### config.mk
export PLATFORM = sky130hd
export DESIGN_NAME = fifo_vertex_cache_hit_counter_core_flat
export DESIGN_NICKNAME = d
export VERILOG_FILES = /design/src/hdl/fvc_pkg.sv /design/src/hdl/fvc_ifs.sv /design/src/hdl/fvc_window.sv /design/src/hdl/fifo_vertex_cache_hit_counter_core.sv /design/src/flat_wrapper.sv
export SDC_FILE = /design/constraint.sdc
export NUM_CORES = 1
export LEC_CHECK = 0
export BUFFER_PORTS_ARGS = -buffer_cell sky130_fd_sc_hd__buf_2
export CORE_UTILIZATION = 60
export CTS_BUF_LIST = sky130_fd_sc_hd__clkbuf_16
export DETAILED_ROUTE_END_ITERATION = 7
export HOLD_SLACK_MARGIN = 0.1
export PLACE_DENSITY = 0.79
export SLEW_MARGIN = 5
export SYNTH_ARGS = -nofsm -noshare
export SYNTH_HDL_FRONTEND = slang
export SYNTH_SLANG_ARGS = --single-unit
### constraint.sdc
create_clock -name clk -period 10.25 [get_ports clk]
set_input_delay 1.5375 -clock clk [delete_from_list [all_inputs] [get_ports clk]]
set_output_delay 1.5375 -clock clk [all_outputs]
set_load 0.01 [all_outputs]
### src/hdl/fvc_pkg.sv
`default_nettype none

package fvc_pkg;

	localparam int VERTEX_W       = 16;
	localparam int COUNT_W        = 32;
	localparam int CFG_W          = 5;
	localparam int RING_DEPTH_DEF = 16;

	localparam logic [CFG_W-1:0]   CACHE_ENTRIES_RST = CFG_W'(10);
	localparam logic [COUNT_W-1:0] COUNT_MAX         = {COUNT_W{1'b1}};

	// per-item control from the core to the cache window
	typedef struct packed {
		logic step;
		logic last;
	} fvc_upd_t;

endpackage

`default_nettype wire

### src/hdl/fvc_ifs.sv
`default_nettype none

interface fvc_vtx_if import fvc_pkg::*; ();
	logic                valid;
	logic                ready;
	logic [VERTEX_W-1:0] vertex_index;
	logic                last_index;

	modport source (output valid, output vertex_index, output last_index, input ready);
	modport sink   (input valid, input vertex_index, input last_index, output ready);
endinterface

interface fvc_res_if import fvc_pkg::*; ();
	logic               valid;
	logic               ready;
	logic               hit;
	logic [COUNT_W-1:0] hit_count;
	logic               sequence_end;

	modport source (output valid, output hit, output hit_count, output sequence_end,
		input ready);
	modport sink   (input valid, input hit, input hit_count, input sequence_end,
		output ready);
endinterface

`default_nettype wire

### src/hdl/fvc_window.sv
`default_nettype none

module fvc_window import fvc_pkg::*; #(
	parameter int RING_DEPTH = RING_DEPTH_DEF
) (
	input  wire logic                              clk,
	input  wire logic                              arst_n,
	input  wire fvc_upd_t                          upd,
	input  wire logic [VERTEX_W-1:0]               vertex,
	input  wire logic [$clog2(RING_DEPTH+1)-1:0]   win,
	output logic                                   hit
);

	localparam int IDX_W  = $clog2(RING_DEPTH);
	localparam int FILL_W = $clog2(RING_DEPTH+1);
	localparam int POS_W  = FILL_W + 1;

	localparam logic [FILL_W-1:0] DEPTH_F = FILL_W'(RING_DEPTH);
	localparam logic [POS_W-1:0]  DEPTH_P = POS_W'(RING_DEPTH);
	localparam logic [IDX_W-1:0]  LAST_SLOT = IDX_W'(RING_DEPTH - 1);

	logic [VERTEX_W-1:0] ring_q [RING_DEPTH];
	logic [IDX_W-1:0]    oldest_q;
	logic [FILL_W-1:0]   fill_q;

	logic [FILL_W-1:0]     eff;
	logic [FILL_W-1:0]     first;
	logic [RING_DEPTH-1:0] match;
	logic [POS_W-1:0]      wpos_raw;
	logic [POS_W-1:0]      wpos;

	assign eff   = (fill_q < win) ? fill_q : win;
	assign first = fill_q - eff;

	// slot k sits at age offset (k - oldest) mod depth; only the newest
	// eff entries take part in the compare
	for (genvar k = 0; k < RING_DEPTH; k++) begin : g_slot
		logic [POS_W-1:0] offs;
		logic             in_win;

		always_comb begin
			if (POS_W'(k) >= POS_W'(oldest_q)) begin
				offs = POS_W'(k) - POS_W'(oldest_q);
			end else begin
				offs = POS_W'(k) + DEPTH_P - POS_W'(oldest_q);
			end
		end

		assign in_win   = (offs >= POS_W'(first)) && (offs < POS_W'(fill_q));
		assign match[k] = in_win && (ring_q[k] == vertex);
	end

	assign hit = |match;

	assign wpos_raw = POS_W'(oldest_q) + POS_W'(fill_q);
	assign wpos     = (wpos_raw >= DEPTH_P) ? (wpos_raw - DEPTH_P) : wpos_raw;

	always_ff @(posedge clk) begin
		if (upd.step) begin
			ring_q[wpos[IDX_W-1:0]] <= vertex;
		end
	end

	always_ff @(posedge clk or negedge arst_n) begin
		if (!arst_n) begin
			oldest_q <= '0;
			fill_q   <= '0;
		end else if (upd.step) begin
			if (upd.last) begin
				oldest_q <= '0;
				fill_q   <= '0;
			end else if (fill_q < win) begin
				fill_q <= fill_q + FILL_W'(1);
			end else begin
				oldest_q <= (oldest_q == LAST_SLOT) ? '0 : oldest_q + IDX_W'(1);
			end
		end
	end

`ifndef SYNTHESIS
	a_fill_bound: assert property (@(posedge clk) disable iff (!arst_n)
		fill_q <= DEPTH_F)
		else $error("fill level above ring depth");

	a_oldest_bound: assert property (@(posedge clk) disable iff (!arst_n)
		oldest_q <= LAST_SLOT)
		else $error("oldest slot outside ring");

	a_seq_clear: assert property (@(posedge clk) disable iff (!arst_n)
		upd.step && upd.last |=> fill_q == '0 && oldest_q == '0)
		else $error("window not cleared at sequence end");
`endif

endmodule

`default_nettype wire

### src/hdl/fifo_vertex_cache_hit_counter_core.sv
`default_nettype none

// FIFO vertex cache hit counter. Takes one vertex index per cycle, back to back, while
// results are accepted. The index goes into an input register, and its result is
// loaded into the result register once that register is free or drained. The result
// says whether the index matched one of the newest cache_entries indices of the current
// sequence, and gives the saturating hit count so far. Every index is inserted afterwards;
// the item flagged last_index closes the sequence and clears window and count.
// Throughput is one item per cycle while results are accepted, set by the
// combinational parallel compare of the index against every ring slot.
// cache_entries (0 acts as 1, values above RING_DEPTH act as RING_DEPTH) may only
// be written while the block is idle.
// No clearing pass is needed after reset.
module fifo_vertex_cache_hit_counter_core import fvc_pkg::*; #(
	parameter int RING_DEPTH = RING_DEPTH_DEF
) (
	input  wire logic             clk,
	input  wire logic             arst_n,
	input  wire logic             cfg_we,
	input  wire logic [CFG_W-1:0] cfg_wdata,
	fvc_vtx_if.sink               vtx,
	fvc_res_if.source             res
);

	localparam int FILL_W = $clog2(RING_DEPTH+1);
	localparam int CMP_W  = (FILL_W > CFG_W) ? FILL_W : CFG_W;

	logic [CFG_W-1:0] cache_entries_q;
	logic [CMP_W-1:0] cfg_ext;
	logic [FILL_W-1:0] win;

	logic                s1_valid;
	logic [VERTEX_W-1:0] vertex_s1;
	logic                last_s1;

	logic               out_valid_q;
	logic               hit_q;
	logic [COUNT_W-1:0] count_q;
	logic               seq_end_q;
	logic [COUNT_W-1:0] running_hits_q;

	logic               adv;
	logic               win_hit;
	logic [COUNT_W-1:0] next_count;
	fvc_upd_t           upd;

	always_ff @(posedge clk or negedge arst_n) begin
		if (!arst_n) begin
			cache_entries_q <= CACHE_ENTRIES_RST;
		end else if (cfg_we) begin
			cache_entries_q <= cfg_wdata;
		end
	end

	assign cfg_ext = CMP_W'(cache_entries_q);

	always_comb begin
		if (cfg_ext == '0) begin
			win = FILL_W'(1);
		end else if (cfg_ext > CMP_W'(RING_DEPTH)) begin
			win = FILL_W'(RING_DEPTH);
		end else begin
			win = cfg_ext[FILL_W-1:0];
		end
	end

	// s1 item moves into the output register when that register is free or drained
	assign adv       = s1_valid && (!out_valid_q || res.ready);
	assign vtx.ready = !s1_valid || adv;

	assign upd.step = adv;
	assign upd.last = last_s1;

	fvc_window #(
		.RING_DEPTH(RING_DEPTH)
	) u_window (
		.clk    (clk),
		.arst_n (arst_n),
		.upd    (upd),
		.vertex (vertex_s1),
		.win    (win),
		.hit    (win_hit)
	);

	assign next_count = (win_hit && running_hits_q != COUNT_MAX) ?
		running_hits_q + COUNT_W'(1) : running_hits_q;

	always_ff @(posedge clk or negedge arst_n) begin
		if (!arst_n) begin
			s1_valid <= 1'b0;
		end else if (vtx.ready) begin
			s1_valid <= vtx.valid;
		end
	end

	always_ff @(posedge clk) begin
		if (vtx.valid && vtx.ready) begin
			vertex_s1 <= vtx.vertex_index;
			last_s1   <= vtx.last_index;
		end
	end

	always_ff @(posedge clk or negedge arst_n) begin
		if (!arst_n) begin
			out_valid_q    <= 1'b0;
			running_hits_q <= '0;
		end else begin
			if (adv) begin
				out_valid_q    <= 1'b1;
				running_hits_q <= last_s1 ? '0 : next_count;
			end else if (res.ready) begin
				out_valid_q <= 1'b0;
			end
		end
	end

	always_ff @(posedge clk) begin
		if (adv) begin
			hit_q     <= win_hit;
			count_q   <= next_count;
			seq_end_q <= last_s1;
		end
	end

	assign res.valid        = out_valid_q;
	assign res.hit          = hit_q;
	assign res.hit_count    = count_q;
	assign res.sequence_end = seq_end_q;

`ifndef SYNTHESIS
	a_count_clear: assert property (@(posedge clk) disable iff (!arst_n)
		adv && last_s1 |=> running_hits_q == '0)
		else $error("hit count not cleared at sequence end");

	a_hit_nonzero: assert property (@(posedge clk) disable iff (!arst_n)
		out_valid_q && hit_q |-> count_q != '0)
		else $error("hit reported with zero count");

	a_stall_hold: assert property (@(posedge clk) disable iff (!arst_n)
		s1_valid && out_valid_q && !res.ready |-> !vtx.ready)
		else $error("input taken while both stages are full");

	a_adv_fill: assert property (@(posedge clk) disable iff (!arst_n)
		adv |=> out_valid_q)
		else $error("advanced item lost");
`endif

endmodule

`default_nettype wire
### src/flat_wrapper.sv
// flat-port wrapper written by rule: the top's interface ports become plain ports
module fifo_vertex_cache_hit_counter_core_flat import fvc_pkg::*;
#(
	parameter int RING_DEPTH = RING_DEPTH_DEF
)
  (clk, arst_n, cfg_we, cfg_wdata, vtx_valid, vtx_vertex_index, vtx_last_index, vtx_ready, res_valid, res_hit, res_hit_count, res_sequence_end, res_ready);
  fvc_vtx_if vtx_i ();
  fvc_res_if res_i ();
  input  wire logic clk;
  input  wire logic arst_n;
  input  wire logic cfg_we;
  input  wire logic [CFG_W-1:0] cfg_wdata;
  input wire logic [$bits(vtx_i.valid)-1:0] vtx_valid;
  input wire logic [$bits(vtx_i.vertex_index)-1:0] vtx_vertex_index;
  input wire logic [$bits(vtx_i.last_index)-1:0] vtx_last_index;
  output wire logic [$bits(vtx_i.ready)-1:0] vtx_ready;
  output wire logic [$bits(res_i.valid)-1:0] res_valid;
  output wire logic [$bits(res_i.hit)-1:0] res_hit;
  output wire logic [$bits(res_i.hit_count)-1:0] res_hit_count;
  output wire logic [$bits(res_i.sequence_end)-1:0] res_sequence_end;
  input wire logic [$bits(res_i.ready)-1:0] res_ready;
  assign vtx_i.valid = vtx_valid;
  assign vtx_i.vertex_index = vtx_vertex_index;
  assign vtx_i.last_index = vtx_last_index;
  assign vtx_ready = vtx_i.ready;
  assign res_valid = res_i.valid;
  assign res_hit = res_i.hit;
  assign res_hit_count = res_i.hit_count;
  assign res_sequence_end = res_i.sequence_end;
  assign res_i.ready = res_ready;
  fifo_vertex_cache_hit_counter_core #(.RING_DEPTH(RING_DEPTH)) u_core (.clk(clk), .arst_n(arst_n), .cfg_we(cfg_we), .cfg_wdata(cfg_wdata), .vtx(vtx_i), .res(res_i));
endmodule
-- Yosys cells after proc, flatten, opt, wreduce, memory -nomap -nowiden
Memories as Yosys holds them, arrays and structs flattened.
Cells that the tools add are included.
- bits in writable memories: 256
- memories: 1
- output and inout port bits: 36
- bits in registers: 99
- logic and storage cells: 193
- bits of input ports: 27
- order comparisons: 50
- eq/ne operators: 19
- $add $sub $neg: 37
- multiplexer cells: 30
- reductions and logical operators: 45
- memory list (name ; depth ; bits a word ; rd ports ; clocked after Yosys merged registers in ; wr ports ; line ; source):
    u_core.u_window.ring_q ; 16 ; 16 ; 16 ; 0 ; 1 ; fvc_window.sv:22 ; logic [VERTEX_W-1:0] ring_q [RING_DEPTH];
- operators with widths (operator ; number):
    == test 16 bit ; 16
    >= comparator 6 x 5 -> 1 bit ; 16
    less-than comparator 6 x 5 -> 1 bit ; 16
    2-to-1 mux 6 bit ; 15
    subtractor 5 x 4 -> 6 bit (first input constant) ; 15
    2-to-1 mux 32 bit ; 2
    subtractor 4 x 4 -> 5 bit (first input constant) ; 8
    logical AND 1 bit ; 35
    adder 32 x 1 -> 32 bit (second input constant) ; 1
    != test 32 bit (second input constant) ; 1
    >= comparator 4 bit (first input constant) ; 7
    2-to-1 mux 5 bit ; 5
    subtractor 3 x 4 -> 5 bit (first input constant) ; 4
    >= comparator 3 x 4 -> 1 bit (first input constant) ; 4
    2-to-1 mux 4 bit ; 4
    OR reduction 16 bit ; 1
    subtractor 1 x 4 -> 5 bit (first input constant) ; 2
    subtractor 2 x 4 -> 5 bit (first input constant) ; 2
    >= comparator 1 x 4 -> 1 bit (first input constant) ; 2
    >= comparator 2 x 4 -> 1 bit (first input constant) ; 2
    adder 4 x 5 -> 6 bit ; 1
    >= comparator 6 x 5 -> 1 bit (second input constant) ; 1
    adder 5 x 1 -> 5 bit (second input constant) ; 1
    > comparator 5 bit (second input constant) ; 1
    12 further kinds ; 19

-- Depth between registers and ports, before layout
- depth in word-level cells: 13
- depth in mapped cells: 26
- gate-level depth less buffers: 23

-- By module
A second synthesis with hierarchy kept.
- cells, all modules: 1477
- area total of the unflattened synthesis: 18733.0 µm²
- by module, submodules not included (module ; area an instance (µm²) ; times used ; cells each):
    fvc_window ; 14331.2 ; 1 ; 1091
    fifo_vertex_cache_hit_counter_core ; 4401.7 ; 1 ; 386

-- Worst setup path after synthesis
No wires, ideal clock.
- path kind: register -> register
- start point: register u_core.cache_entries_q[4]
- end point: register u_core.count_q[4], in the netlist u_core.res.hit_count[4] (data pin)
- period minus slack after synthesis: 5653 ps
- data arrival time: 5392 ps
- stages on the path, launching flop included: 25
- path slack: 4597 ps
- data required time: 9989 ps
- library setup time: 261 ps
- path buffers: 1
- cell sequence: dfrtp_1 inv_1 nand2_1 ha_1 a2111o_1 a2111oi_2 nor3_1 nand2_1 o21ai_0 ha_1 fa_1 inv_1 a21o_1 a21oi_1 xnor2_4 ha_1 nand2_1 a21oi_1 a2111oi_0 o21ai_0 a2111oi_2 a31oi_4 buf_6 and2_1 xor2_1
- word-level cells in the longest chain between the ends: 12
- elaborated cells between the ends (all ways): 58
- ends and longest elaborated chain (item ; line ; source):
    from (decl) ; fifo_vertex_cache_hit_counter_core.sv:28 ; logic [CFG_W-1:0] cache_entries_q;
    from (signal assigned) ; fifo_vertex_cache_hit_counter_core.sv:51 ; cache_entries_q <= cfg_wdata;
    > comparator 5 bit ; fifo_vertex_cache_hit_counter_core.sv:60 ; end else if (cfg_ext > CMP_W'(RING_DEPTH)) begin
    2-to-1 mux 5 bit ; fifo_vertex_cache_hit_counter_core.sv:60 ;
    2-to-1 mux 5 bit (*) ; fifo_vertex_cache_hit_counter_core.sv:58 ; if (cfg_ext == '0) begin
    less-than comparator 5 bit ; fvc_window.sv:32 ; assign eff = (fill_q < win) ? fill_q : win;
    2-to-1 mux 5 bit (*) ; fvc_window.sv:32 ;
    subtractor 5 bit (*) ; fvc_window.sv:33 ; assign first = fill_q - eff;
    >= comparator 6 x 5 -> 1 bit ; fvc_window.sv:49 ; assign in_win = (offs >= POS_W'(first)) && (offs < POS_W'(fill_q));
    logical AND 1 bit ; fvc_window.sv:49 ;
    logical AND 1 bit ; fvc_window.sv:50 ; assign match[k] = in_win && (ring_q[k] == vertex);
    OR reduction 16 bit (*) ; fvc_window.sv:53 ; assign hit = |match;
    logical AND 1 bit (*) ; fifo_vertex_cache_hit_counter_core.sv:85 ; assign next_count = (win_hit && running_hits_q != COUNT_MAX) ?
    2-to-1 mux 32 bit (*) ; fifo_vertex_cache_hit_counter_core.sv:85 ;
    net u_core.next_count[4] ; fifo_vertex_cache_hit_counter_core.sv:44 ; logic [COUNT_W-1:0] next_count;
    to (signal assigned) ; fifo_vertex_cache_hit_counter_core.sv:120 ; count_q <= next_count;
    to (decl) ; fifo_vertex_cache_hit_counter_core.sv:38 ; logic [COUNT_W-1:0] count_q;
The timed path passes the listed nets; every way through them passes the cells marked *.
A chain may end at the register's enable or synchronous reset.

-- Final worst setup path
- start point: register u_core.cache_entries_q[4]
- end point: register u_core.count_q[12], in the netlist u_core.res.hit_count[12] (data pin)
The elaborated chain is that of the path after synthesis.

==> impl_metrics.env <==
export IMPL_antennaDiodeCount=0
export IMPL_post_cts_buffers=0
export IMPL_multi_input_area_mm2=0.008333
export IMPL_synth_edff_count=307
export IMPL_syn_inst=1581
export IMPL_crit_type="reg2reg"
export IMPL_status="completed"
export IMPL_final_min_clock_period_ps=7341
export IMPL_finalSetupViolCount=0
export IMPL_wl_met3_um=2602
export IMPL_first_pass_iters=5
export IMPL_post_cts_resized=0
export IMPL_clockBufferDepth=3
export IMPL_io_buffers=62
export IMPL_die_h_um=181.8
export IMPL_end_kind="flip-flop"
export IMPL_synth_compound_area_share_pct=7.873
export IMPL_ir_drop_v=0.0001570
export IMPL_timing_setup_tns_ps=0
export IMPL_cts_hold_buf=0
export IMPL_worstPathRequired_ps=10530
export IMPL_core_area_mm2=0.03164
export IMPL_cts_root_buf="clkbuf_16"
export IMPL_cp_max_fo=44
export IMPL_place_congestion=1.003
export IMPL_clk_pin_slew_worst_paths_ps=60
export IMPL_dr_wl_met2_um=20990
export IMPL_slew_viol_final=0
export IMPL_drt_total_wl_um=44370
export IMPL_syn_mean_instance_area_um2=12.26
export IMPL_design_area_mm2=0.02126
export IMPL_min_path_type="reg2reg"
export IMPL_ys_ff_latch=355
export IMPL_layout_nets=1822
export IMPL_period_share_pct=71.62
export IMPL_maxCapViolCount=0
export IMPL_h_tree_depth=2
export IMPL_top_layer="met4"
export IMPL_fin_skew_ps=17.65
export IMPL_fp_dieW_um=181.8
export IMPL_wl_per_cell_um=21.25
export IMPL_hold_viol_final=0
export IMPL_ys_flop_type="edfxtp_1"
export IMPL_drc_errors=0
export IMPL_worst_slew_pin_slew_ps=1270
export IMPL_dr_first_iter_drc_count=929
export IMPL_yosysWarnings=0
export IMPL_num_rows=65
export IMPL_synth_simple_area_share_pct=11.82
export IMPL_rsz0062_at_grt="false"
export IMPL_start_util_pct=61.29
export IMPL_overflow=0
export IMPL_area_delta_synth_final_pct=9.628
export IMPL_synth_top_family_by_area="XOR/XNOR gates"
export IMPL_io_pins=63
export IMPL_wl_met1_um=19870
export IMPL_yosysSeqAreaShare_pct=53.76
export IMPL_synthMuxAreaShare_pct=0.4066
export IMPL_final_layout_size_suffix_gt1_share_pct=10.74
export IMPL_fillers=2254
export IMPL_dieArea_mm2=0.03304
export IMPL_synth_fa_ha_area_share_pct=8.996
export IMPL_synthXorXnorAreaFrac_pct=13.77
export IMPL_cts_tree="yes"
export IMPL_insertion_delay_ps=540
export IMPL_dpl_cell_area_mm2=0.02012
export IMPL_timing_fmax_mhz=136.2
export IMPL_dp_hpwl_um=29340
export IMPL_clock_sinks=355
export IMPL_power_leakage_nw=7.844
export IMPL_numCtsBuffers=38
export IMPL_grt_use_total_pct=27.61
export IMPL_vias_per_cell=6.121
export IMPL_worst_setup_path_start_kind="flip-flop"
export IMPL_power_density_mw_per_mm2=222.1
export IMPL_synth_area_mm2=0.01939
export IMPL_antenna_found_initial=0
export IMPL_antenna_left=0
export IMPL_vias=12780
export IMPL_relSlewSlack_pct=15.05
export IMPL_grt_pass1_wl_um=70320
export IMPL_grt_pass1_vias=12700
export IMPL_async_flop_share_pct=13.52
export IMPL_crit_arrival_ps=7620
export IMPL_grt_max_degree=59
export IMPL_seqCellArea_mm2=0.01042
export IMPL_yosysUniqueCellTypes=83
## metal layers
layer	vias up	global-route usage [%]
li1	5975	-
met1	6289	39.06
met2	435	45.45
met3	81	3.149
met4	0	7.492
met5	-	0
## through the flow
stage | power, mW | hold slack [ps] | instances | setup slack, ps | utilization [%]
floorplan | 3.021 | 424.4 | 1584 | 4597 | -
global placement | 3.412 | 468.7 | 2021 | 3383 | 63.59
detailed placement | 3.464 | 501.9 | 2021 | 3091 | 63.59
CTS | 4.718 | 512.7 | 2088 | 3047 | 67.18
global route | 5.000 | 544.8 | 2088 | 2461 | 67.19
finish | 4.720 | 510.6 | 2088 | 2909 | 67.19
## power breakdown
group / internal [mW] / switching [mW] / total (mW)
sequential: 1.73 / 0.117 / 1.85
combinational: 0.644 / 0.974 / 1.62
clock: 0.703 / 0.551 / 1.25
## sequential cells by signal, summed over array words and instances (netlist names)
register / flops
u_core.u_window.ring_q: 256
u_core.last_s1: 1
u_core.res.hit: 1
u_core.running_hits_q: 32
u_core.u_window.fill_q: 5
u_core.u_window.oldest_q: 4
u_core.vertex_s1: 16
u_core.res.hit_count: 32
u_core.res.valid: 1
u_core.cache_entries_q: 5
u_core.s1_valid: 1
u_core.res.sequence_end: 1
## cells in the mapped netlist (all sizes together) (37+ instances only)
master	count	area (um^2)
edfxtp	307	9219
xnor2	203	1812
ha	133	1664
nand2	104	390.4
xor2	98	858.3
inv	75	281.5
nand4	75	469.2
nor2	58	220.2
dfrtp	46	1151
o21ai	46	230.2
nand3	42	210.2
buf	41	282.8
a21oi	37	185.2
## cells by family (layout without fill, tap and decap cells)
kind of cell | after synthesis | count (layout)
other | 1 | 4
AOI/OAI and AO/OA | 211 | 211
muxes | 7 | 7
adders and majority gates | 138 | 138
xor gates and xnor gates | 301 | 301
buffers and inverters | 139 | 241
DFF | 355 | 355
and+or+nand+nor | 429 | 429
## layout by cell type, fill, tap and decap left out, types with 6 or more instances in the layout
cell,count
clkinv_2,9
a21o_1,9
nand3_1,42
a21oi_1,36
mux2_2,6
o21ai_0,46
inv_1,81
o211ai_1,27
nor4_1,34
nand2b_1,9
clkinv_1,10
buf_2,62
a211o_1,27
nor2b_1,12
nor3_1,28
nand4b_1,8
edfxtp_1,307
xnor2_1,200
xor2_1,98
nor2_1,56
buf_4,35
nand4_1,75
and3_1,20
clkbuf_16,38
or3_1,6
and2_1,7
nand2_1,104
dfrtp_1,46
ha_1,133
## worst paths after layout
path | depth (start not counted) | start | end | slack [ps]
max | 23 | u_core.cache_entries_q[4] | u_core.res.hit_count[12] | 2910
min | 1 | u_core.s1_valid | u_core.res.valid | 510
max reg2reg | 23 | u_core.cache_entries_q[4] | u_core.res.hit_count[12] | 2910
min reg2reg | 1 | u_core.s1_valid | u_core.res.valid | 510
max in group asynchronous | 2 | arst_n | u_core.running_hits_q[23] | 8650
min in group asynchronous | 2 | arst_n | u_core.cache_entries_q[2] | 1120
## final cells by class
cell class	instances	share of cell area [%]
clock buffers	38	4.474
flip-flops and latches	355	49.03
inverters	77	1.360
multi-input cells	1090	39.20
clock inverters	29	0.8653
well taps	402	2.366
repair buffers	97	2.696
## critical path, stage by stage, from the launching register on
cell and delay, ps:
dfrtp_1 420, inv_1 140, nand2_1 110, ha_1 320
a2111o_1 450, a2111oi_2 410, or3_1 350, nand2_1 100
o21ai_0 160, inv_1 80, ha_1 290, nand2b_1 60
o2bb2ai_1 140, xnor2_1 430, inv_1 470, ha_1 420
nand2_1 70, a21oi_1 40, a2111oi_0 710, o21ai_0 270
a2111oi_2 540, a31oi_4 530, and3_1 420, xnor2_1 130
No activity file was read; power rests on OpenSTA's default activity.
